===== config.mk =====
export PLATFORM = sky130hd
export DESIGN_NAME = base64_stream_encoder
export DESIGN_NICKNAME = d
export VERILOG_FILES = /design/src/design/b64enc_pkg.sv /design/src/design/b64enc_front.sv /design/src/design/b64enc_queue.sv /design/src/design/b64enc_back.sv /design/src/design/base64_stream_encoder.sv
export SDC_FILE = /design/constraint.sdc
export NUM_CORES = 1
export LEC_CHECK = 0
export BUFFER_PORTS_ARGS = -buffer_cell sky130_fd_sc_hd__buf_2
export CORE_MARGIN = 5
export CORE_UTILIZATION = 30
export CTS_CLUSTER_DIAMETER = 30
export DETAILED_ROUTE_END_ITERATION = 16
export SYNTH_ARGS = -nofsm -noshare
export SYNTH_HDL_FRONTEND = slang
export SYNTH_HIERARCHICAL = 1
export SYNTH_SLANG_ARGS = --single-unit

===== constraint.sdc =====
create_clock -name clock -period 3.92 [get_ports clock]
set_input_delay 0.588 -clock clock [delete_from_list [all_inputs] [get_ports clock]]
set_output_delay 0.588 -clock clock [all_outputs]
set_load 0.01 [all_outputs]

===== src/design/b64enc_pkg.sv =====
// Shared types, constants and the character mapping of the base64 encoder.
package b64enc_pkg;

   localparam int B64_QUEUE_DEPTH = 2;
   localparam logic [6:0] PAD_CHAR = 7'h3D;

   typedef enum logic [1:0] {
      PHASE_0 = 2'd0,
      PHASE_1 = 2'd1,
      PHASE_2 = 2'd2
   } phase_type;

   typedef struct packed {
      logic [3:0][6:0] chars;
      logic [1:0]      last_idx;
      logic            end_mark;
   } entry_type;

   typedef struct packed {
      logic empty;
      logic full;
   } q_stat_type;

   function automatic logic [6:0] sextet_char(input logic [5:0] v);
      logic [6:0] ch;
      case (v) inside
         [6'd0:6'd25]: begin
            ch = 7'h41 + {1'b0, v};
         end
         [6'd26:6'd51]: begin
            ch = 7'h61 + {1'b0, v} - 7'd26;
         end
         [6'd52:6'd61]: begin
            ch = 7'h30 + {1'b0, v} - 7'd52;
         end
         6'd62: begin
            ch = 7'h2B;
         end
         default: begin
            ch = 7'h2F;
         end
      endcase
      return ch;
   endfunction

endpackage


===== src/design/b64enc_front.sv =====
// Front end: accepts bytes, tracks the group phase and builds character entries.
module b64enc_front import b64enc_pkg::*; (
   input  logic       clock,
   input  logic       reset,
   input  logic       req_valid,
   output logic       req_ready,
   input  logic [7:0] req_data_byte,
   input  logic       req_final_byte,
   input  q_stat_type q_stat,
   output logic       push,
   output entry_type  push_entry
);

   phase_type  phase_ff;
   phase_type  phase_in;
   logic [3:0] left_ff;
   logic [3:0] left_in;

   assign req_ready = !q_stat.full;
   assign push      = req_valid && req_ready;

   always_comb begin
      phase_in = phase_ff;
      left_in  = left_ff;
      if (push) begin
         case (phase_ff)
            PHASE_1: begin
               phase_in = PHASE_2;
               left_in  = req_data_byte[3:0];
            end
            PHASE_2: begin
               phase_in = PHASE_0;
               left_in  = 4'd0;
            end
            default: begin
               phase_in = PHASE_1;
               left_in  = {2'b00, req_data_byte[1:0]};
            end
         endcase
         if (req_final_byte) begin
            phase_in = PHASE_0;
            left_in  = 4'd0;
         end
      end
   end

   always_comb begin
      push_entry.chars    = {4{PAD_CHAR}};
      push_entry.last_idx = 2'd0;
      push_entry.end_mark = 1'b0;
      case (phase_ff)
         PHASE_1: begin
            push_entry.chars[0] = sextet_char({left_ff[1:0], req_data_byte[7:4]});
            if (req_final_byte) begin
               push_entry.chars[1] = sextet_char({req_data_byte[3:0], 2'b00});
               push_entry.last_idx = 2'd2;
               push_entry.end_mark = 1'b1;
            end
         end
         PHASE_2: begin
            push_entry.chars[0] = sextet_char({left_ff, req_data_byte[7:6]});
            push_entry.chars[1] = sextet_char(req_data_byte[5:0]);
            push_entry.last_idx = 2'd1;
            push_entry.end_mark = req_final_byte;
         end
         default: begin
            push_entry.chars[0] = sextet_char(req_data_byte[7:2]);
            if (req_final_byte) begin
               push_entry.chars[1] = sextet_char({req_data_byte[1:0], 4'b0000});
               push_entry.last_idx = 2'd3;
               push_entry.end_mark = 1'b1;
            end
         end
      endcase
   end

   always_ff @(posedge clock) begin
      if (reset) begin
         phase_ff <= PHASE_0;
         left_ff  <= 4'd0;
      end else begin
         phase_ff <= phase_in;
         left_ff  <= left_in;
      end
   end

endmodule


===== src/design/b64enc_queue.sv =====
// Short queue of character entries between the front end and the back end.
module b64enc_queue import b64enc_pkg::*; #(
   parameter int QUEUE_DEPTH = B64_QUEUE_DEPTH
) (
   input  logic       clock,
   input  logic       reset,
   input  logic       push,
   input  entry_type  push_entry,
   input  logic       pop,
   output entry_type  head,
   output q_stat_type q_stat
);

   localparam int PTR_W = (QUEUE_DEPTH > 1) ? $clog2(QUEUE_DEPTH) : 1;
   localparam int CNT_W = $clog2(QUEUE_DEPTH + 1);

   entry_type              entries_ff [QUEUE_DEPTH];
   logic [PTR_W-1:0]       wr_ptr_ff;
   logic [PTR_W-1:0]       wr_ptr_in;
   logic [PTR_W-1:0]       rd_ptr_ff;
   logic [PTR_W-1:0]       rd_ptr_in;
   logic [CNT_W-1:0]       count_ff;
   logic [CNT_W-1:0]       count_in;

   assign head         = entries_ff[rd_ptr_ff];
   assign q_stat.empty = (count_ff == '0);
   assign q_stat.full  = (count_ff == CNT_W'(QUEUE_DEPTH));

   always_comb begin
      wr_ptr_in = wr_ptr_ff;
      rd_ptr_in = rd_ptr_ff;
      count_in  = count_ff;
      if (push) begin
         wr_ptr_in = (wr_ptr_ff == PTR_W'(QUEUE_DEPTH - 1)) ? '0 : wr_ptr_ff + 1'b1;
      end
      if (pop) begin
         rd_ptr_in = (rd_ptr_ff == PTR_W'(QUEUE_DEPTH - 1)) ? '0 : rd_ptr_ff + 1'b1;
      end
      case ({push, pop})
         2'b10: begin
            count_in = count_ff + 1'b1;
         end
         2'b01: begin
            count_in = count_ff - 1'b1;
         end
         default: begin
            count_in = count_ff;
         end
      endcase
   end

   always_ff @(posedge clock) begin
      if (push) begin
         entries_ff[wr_ptr_ff] <= push_entry;
      end
   end

   always_ff @(posedge clock) begin
      if (reset) begin
         wr_ptr_ff <= '0;
         rd_ptr_ff <= '0;
         count_ff  <= '0;
      end else begin
         wr_ptr_ff <= wr_ptr_in;
         rd_ptr_ff <= rd_ptr_in;
         count_ff  <= count_in;
      end
   end

endmodule


===== src/design/b64enc_back.sv =====
// Back end: serializes queued entries into one character per transaction.
module b64enc_back import b64enc_pkg::*; (
   input  logic       clock,
   input  logic       reset,
   input  entry_type  head,
   input  q_stat_type q_stat,
   output logic       pop,
   output logic [1:0] char_idx,
   output logic       rsp_valid,
   input  logic       rsp_ready,
   output logic [6:0] rsp_code_char,
   output logic       rsp_end_mark
);

   logic [1:0] idx_ff;
   logic [1:0] idx_in;
   logic       valid_ff;
   logic       valid_in;
   logic [6:0] char_ff;
   logic [6:0] char_in;
   logic       mark_ff;
   logic       mark_in;
   logic       load;
   logic       at_last;

   assign at_last = (idx_ff == head.last_idx);
   assign load    = !q_stat.empty && (!valid_ff || rsp_ready);
   assign pop     = load && at_last;

   always_comb begin
      idx_in   = idx_ff;
      valid_in = valid_ff;
      char_in  = char_ff;
      mark_in  = mark_ff;
      if (load) begin
         valid_in = 1'b1;
         char_in  = head.chars[idx_ff];
         mark_in  = head.end_mark && at_last;
         idx_in   = at_last ? 2'd0 : idx_ff + 2'd1;
      end else if (rsp_ready) begin
         valid_in = 1'b0;
      end
   end

   always_ff @(posedge clock) begin
      if (reset) begin
         idx_ff   <= 2'd0;
         valid_ff <= 1'b0;
      end else begin
         idx_ff   <= idx_in;
         valid_ff <= valid_in;
      end
   end

   always_ff @(posedge clock) begin
      char_ff <= char_in;
      mark_ff <= mark_in;
   end

   assign char_idx      = idx_ff;
   assign rsp_valid     = valid_ff;
   assign rsp_code_char = char_ff;
   assign rsp_end_mark  = mark_ff;

endmodule


===== src/design/base64_stream_encoder.sv =====
// Top level of the streaming base64 encoder.
// Usage: each request transaction carries one message byte on req_data_byte, with
// req_final_byte set on the last byte of a message. Each response transaction carries
// one ASCII character on rsp_code_char; rsp_end_mark is set on the last character of
// a message, after any '=' padding. A message of N bytes gives 4*ceil(N/3) characters.
// The front end accepts a byte and writes all of its characters (one to four) as
// one entry into a queue of QUEUE_DEPTH entries. The back end sends one character
// per cycle from the queue head through an output register while rsp_ready is high.
// A request's first character passes through the queue and then the output register.
// The single character output sets the sustained rate: a byte is done once all of its
// characters have been sent, while the queue lets the front end take further bytes
// before the earlier ones are done.
// When the receiver stalls, the output register holds its character and the queue
// fills; req_ready drops only once the queue is full.
// Reset clears the group phase, the leftover bits, the queue and the output valid flag.
module base64_stream_encoder import b64enc_pkg::*; #(
   parameter int QUEUE_DEPTH = B64_QUEUE_DEPTH
) (
   input  logic       clock,
   input  logic       reset,
   input  logic       req_valid,
   output logic       req_ready,
   input  logic [7:0] req_data_byte,
   input  logic       req_final_byte,
   output logic       rsp_valid,
   input  logic       rsp_ready,
   output logic [6:0] rsp_code_char,
   output logic       rsp_end_mark
);

   q_stat_type q_stat;
   logic       push;
   entry_type  push_entry;
   logic       pop;
   entry_type  head;
   logic [1:0] char_idx;

   b64enc_front u_front (
      .clock          (clock),
      .reset          (reset),
      .req_valid      (req_valid),
      .req_ready      (req_ready),
      .req_data_byte  (req_data_byte),
      .req_final_byte (req_final_byte),
      .q_stat         (q_stat),
      .push           (push),
      .push_entry     (push_entry)
   );

   b64enc_queue #(
      .QUEUE_DEPTH (QUEUE_DEPTH)
   ) u_queue (
      .clock      (clock),
      .reset      (reset),
      .push       (push),
      .push_entry (push_entry),
      .pop        (pop),
      .head       (head),
      .q_stat     (q_stat)
   );

   b64enc_back u_back (
      .clock         (clock),
      .reset         (reset),
      .head          (head),
      .q_stat        (q_stat),
      .pop           (pop),
      .char_idx      (char_idx),
      .rsp_valid     (rsp_valid),
      .rsp_ready     (rsp_ready),
      .rsp_code_char (rsp_code_char),
      .rsp_end_mark  (rsp_end_mark)
   );

   a_pop_not_empty: assert property (@(posedge clock) disable iff (reset)
      pop |-> !q_stat.empty)
      else $error("Queue popped while empty.");

   a_idx_in_range: assert property (@(posedge clock) disable iff (reset)
      !q_stat.empty |-> (char_idx <= head.last_idx))
      else $error("Character index passed the last character of the head entry.");

   a_idle_latency: assert property (@(posedge clock) disable iff (reset)
      (req_valid && req_ready && q_stat.empty && !rsp_valid) |-> ##2 rsp_valid)
      else $error("First character did not appear two cycles after an idle transaction.");

endmodule

==> run metrics <==
VDD IR max=0.0001937 V; core area=between 15000 and 20000 um^2; # nets final=627; I/O Buffers=22; setup TNS=0 ns; Worst Setup Start Kind=input port; via count=4442; Non-Filler Instances=851; TritonCTS clock tree=built; drt pass-1 iters=5; Post-Place Worst Slack=0.5752 ns; post-synthesis sequential area ratio=0.4034; crit end category=register; Layout Skew=0.006236 ns; I/O pin count=23; starting density of the core=0.3044; CP Class=in -> reg; Final Core Density=0.3379; Hold Startpoint=u_queue/count_ff[1]; Final WS setup=0.8907 ns; Synth async-reset ratio=0; max incr delay on CP=roughly 0.73 ns; hold_buf cts=0; Root Buffer Master=clkbuf_16; max_cap viols=0; fin area=6555 um^2; Final period util=0.7728; Worst-path clk slew=0.06 ns; crit path launch=req_data_byte[6]; Post-DP HPWL=about 11000 um; worst slew pin tran=0.9523 ns; post-cts resize count=0; area grow syn2layout=11.00%; fmax=330.1 MHz; share of post-route cells with drive strength above 1=0.1997; first-pass GRT wire length=24170 um; diodes inserted=0; RD Place Congestion=0.9438; remaining global-route overflow=0; H-tree lvl count=3; DR iter-0 viols=299; Placement Cell Area=6225 um^2; CP max stage cell=a32oi_1; drt drc=0; cells after synthesis=568; post-CTS setup buffers=0; Synth Cell Area=5906 um^2; yosys warns=6; vias in the first global route=4342; crit path DAT=approximately 3.2 ns; Worst Path Max Fanout=11; status=finished, final reports clean; Hold WC Path Type=reg -> reg; max_slew headroom=0.3651; global-route usage over all layers=0.1367; power density cells=493.7 nW/um^2; worst r2r src=u_front/left_ff[0]; Worst-Skew Late Latency=0.34 ns; pins over their slew limit=0; post-synthesis register bit count=84; largest net degree at the start of global routing=32; worst path cell trace=buf_2 > inv_1 > ha_1 > a21bo_1 > a32oi_1 > or3_1 > o221ai_1 > a211o_1 > a32oi_2; initial antenna violation count=0; die area=22590 um^2; Leak=roughly 2.3 nW; ANT nets after route=0; Die Span X=150.3 um; RSZ-0062 raised after global routing=false; post-synth cell types=83; CTS sink cnt=84; Cells after DPL=835; family with the most delay on the worst path=compound AO/OA/AOI/OAI gates; final-report setup violation count=0; Final Hold Fails=0; post-route minimum period=3.029 ns; ys flop type=edfxtp_1; WP buf/inv=2; wire per inst=roughly 18 um; row count=51; CP required=4.09 ns; Post-Syn Area per Cell=10.40 um^2; deepest clock path buffer count=2; detail-routed via count per cell=5.220; TritonCTS Buffers=9; final wirelength=15080 um; number of enable-type register cells in the synthesized netlist=70; die height=150.3 um
-- logic make-up after synthesis --
logic type               share of synthesized area
AO/OA/AOI/OAI                               0.1733
XOR/XNOR                                   0.04598
adder cells (fa/ha/maj)                    0.06992
buffers and inverters                      0.05614
flip-flops                                  0.4034
multiplexers                                0.1000
other                                     0.001272
AND/OR/NAND/NOR                             0.1500
-- synthesized netlist by cell type, drive strengths merged, types with 7 or more instances --
master / count / area share
edfxtp: 70 / 0.36
nor2: 49 / 0.031
o21ai: 20 / 0.017
nor2b: 8 / 0.0097
clkbuf: 7 / 0.0044
inv: 22 / 0.014
a32oi: 8 / 0.016
nand2b: 8 / 0.0085
buf: 35 / 0.037
mux2: 34 / 0.065
nand3: 16 / 0.014
mux4: 7 / 0.027
xnor2: 28 / 0.042
nor3: 16 / 0.016
dfxtp: 14 / 0.047
o211ai: 12 / 0.015
ha: 33 / 0.070
nand2: 39 / 0.025
a31oi: 9 / 0.011
a21oi: 26 / 0.022
-- registers in the layout (all words and copies together), names as in the netlist, named ones only --
register,count
u_back/char_idx,2
u_back/rsp_code_char,7
u_back/rsp_end_mark,1
u_back/rsp_valid,1
u_front/left_ff,4
u_front/phase_ff,2
u_queue/count_ff,2
u_queue/entries_ff,62
u_queue/rd_ptr_ff,1
u_queue/wr_ptr_ff,1
-- layout make-up --
type	instances	area (um^2)
clock buffers	9	225.2
clock inverters	7	105.1
fillers	2011	12840
inverters	23	86.33
multi-input cells	431	3239
flip-flops and latches	84	2382
well taps	265	331.6
repair buffers	32	185.2
-- worst paths after layout --
kind / to / slack [ns] / cells after the start
max: u_queue/entries_ff[0][5] / 0.89 / 9
min: u_queue/count_ff[1] / 0.50 / 2
max reg2reg: u_queue/entries_ff[0][8] / 0.97 / 8
min reg2reg: u_queue/count_ff[1] / 0.50 / 2
-- through the flow --
| step | power, mW | hold WS, ns |
|---|---|---|
| 5_1_grt | 3.420 | 0.5532 |
| 3_3_place_gp | 2.326 | 0.4860 |
| 3_5_place_dp | 2.335 | 0.4979 |
| 4_1_cts | 3.283 | 0.5102 |
| 2_1_floorplan | 2.046 | 0.4614 |
| 6_report | 3.236 | 0.4998 |
-- where the power goes --
group | leakage (nW) | total [mW] | switching, mW | internal (mW)
combinational | 1.40 | 0.998 | 0.560 | 0.438
sequential | 0.767 | 1.31 | 0.0851 | 1.22
clock | 0.164 | 0.929 | 0.359 | 0.570
-- worst min-delay path, stage by stage, from the launching register on --
cell and delay, ns:
dfxtp_1 0.32, o21ai_0 0.07, a21oi_1 0.06
-- metal layers --
layer  routed length (um)  up-vias  GRT usage
met5                    0        -          0
met1                 6874     2145     0.1884
met4                  425        0    0.05215
li1                     -     2128          -
met3                  735       32    0.02468
met2                 7043      137     0.2137
-- layout by cell type, fill, tap and decap left out, drive strengths merged, types with 5 or more instances in the layout --
cell / count
a21oi: 26
a221oi: 6
a22oi: 5
a31oi: 9
a32oi: 8
and2: 6
buf: 32
clkbuf: 9
conb: 14
dfxtp: 14
edfxtp: 70
ha: 33
inv: 26
mux2: 34
mux2i: 5
mux4: 7
nand2: 39
nand2b: 8
nand3: 16
nor2: 49
nor2b: 8
nor3: 16
o211ai: 12
o21ai: 20
or3: 5
xnor2: 28
No activity file was read; power rests on OpenSTA's default activity.
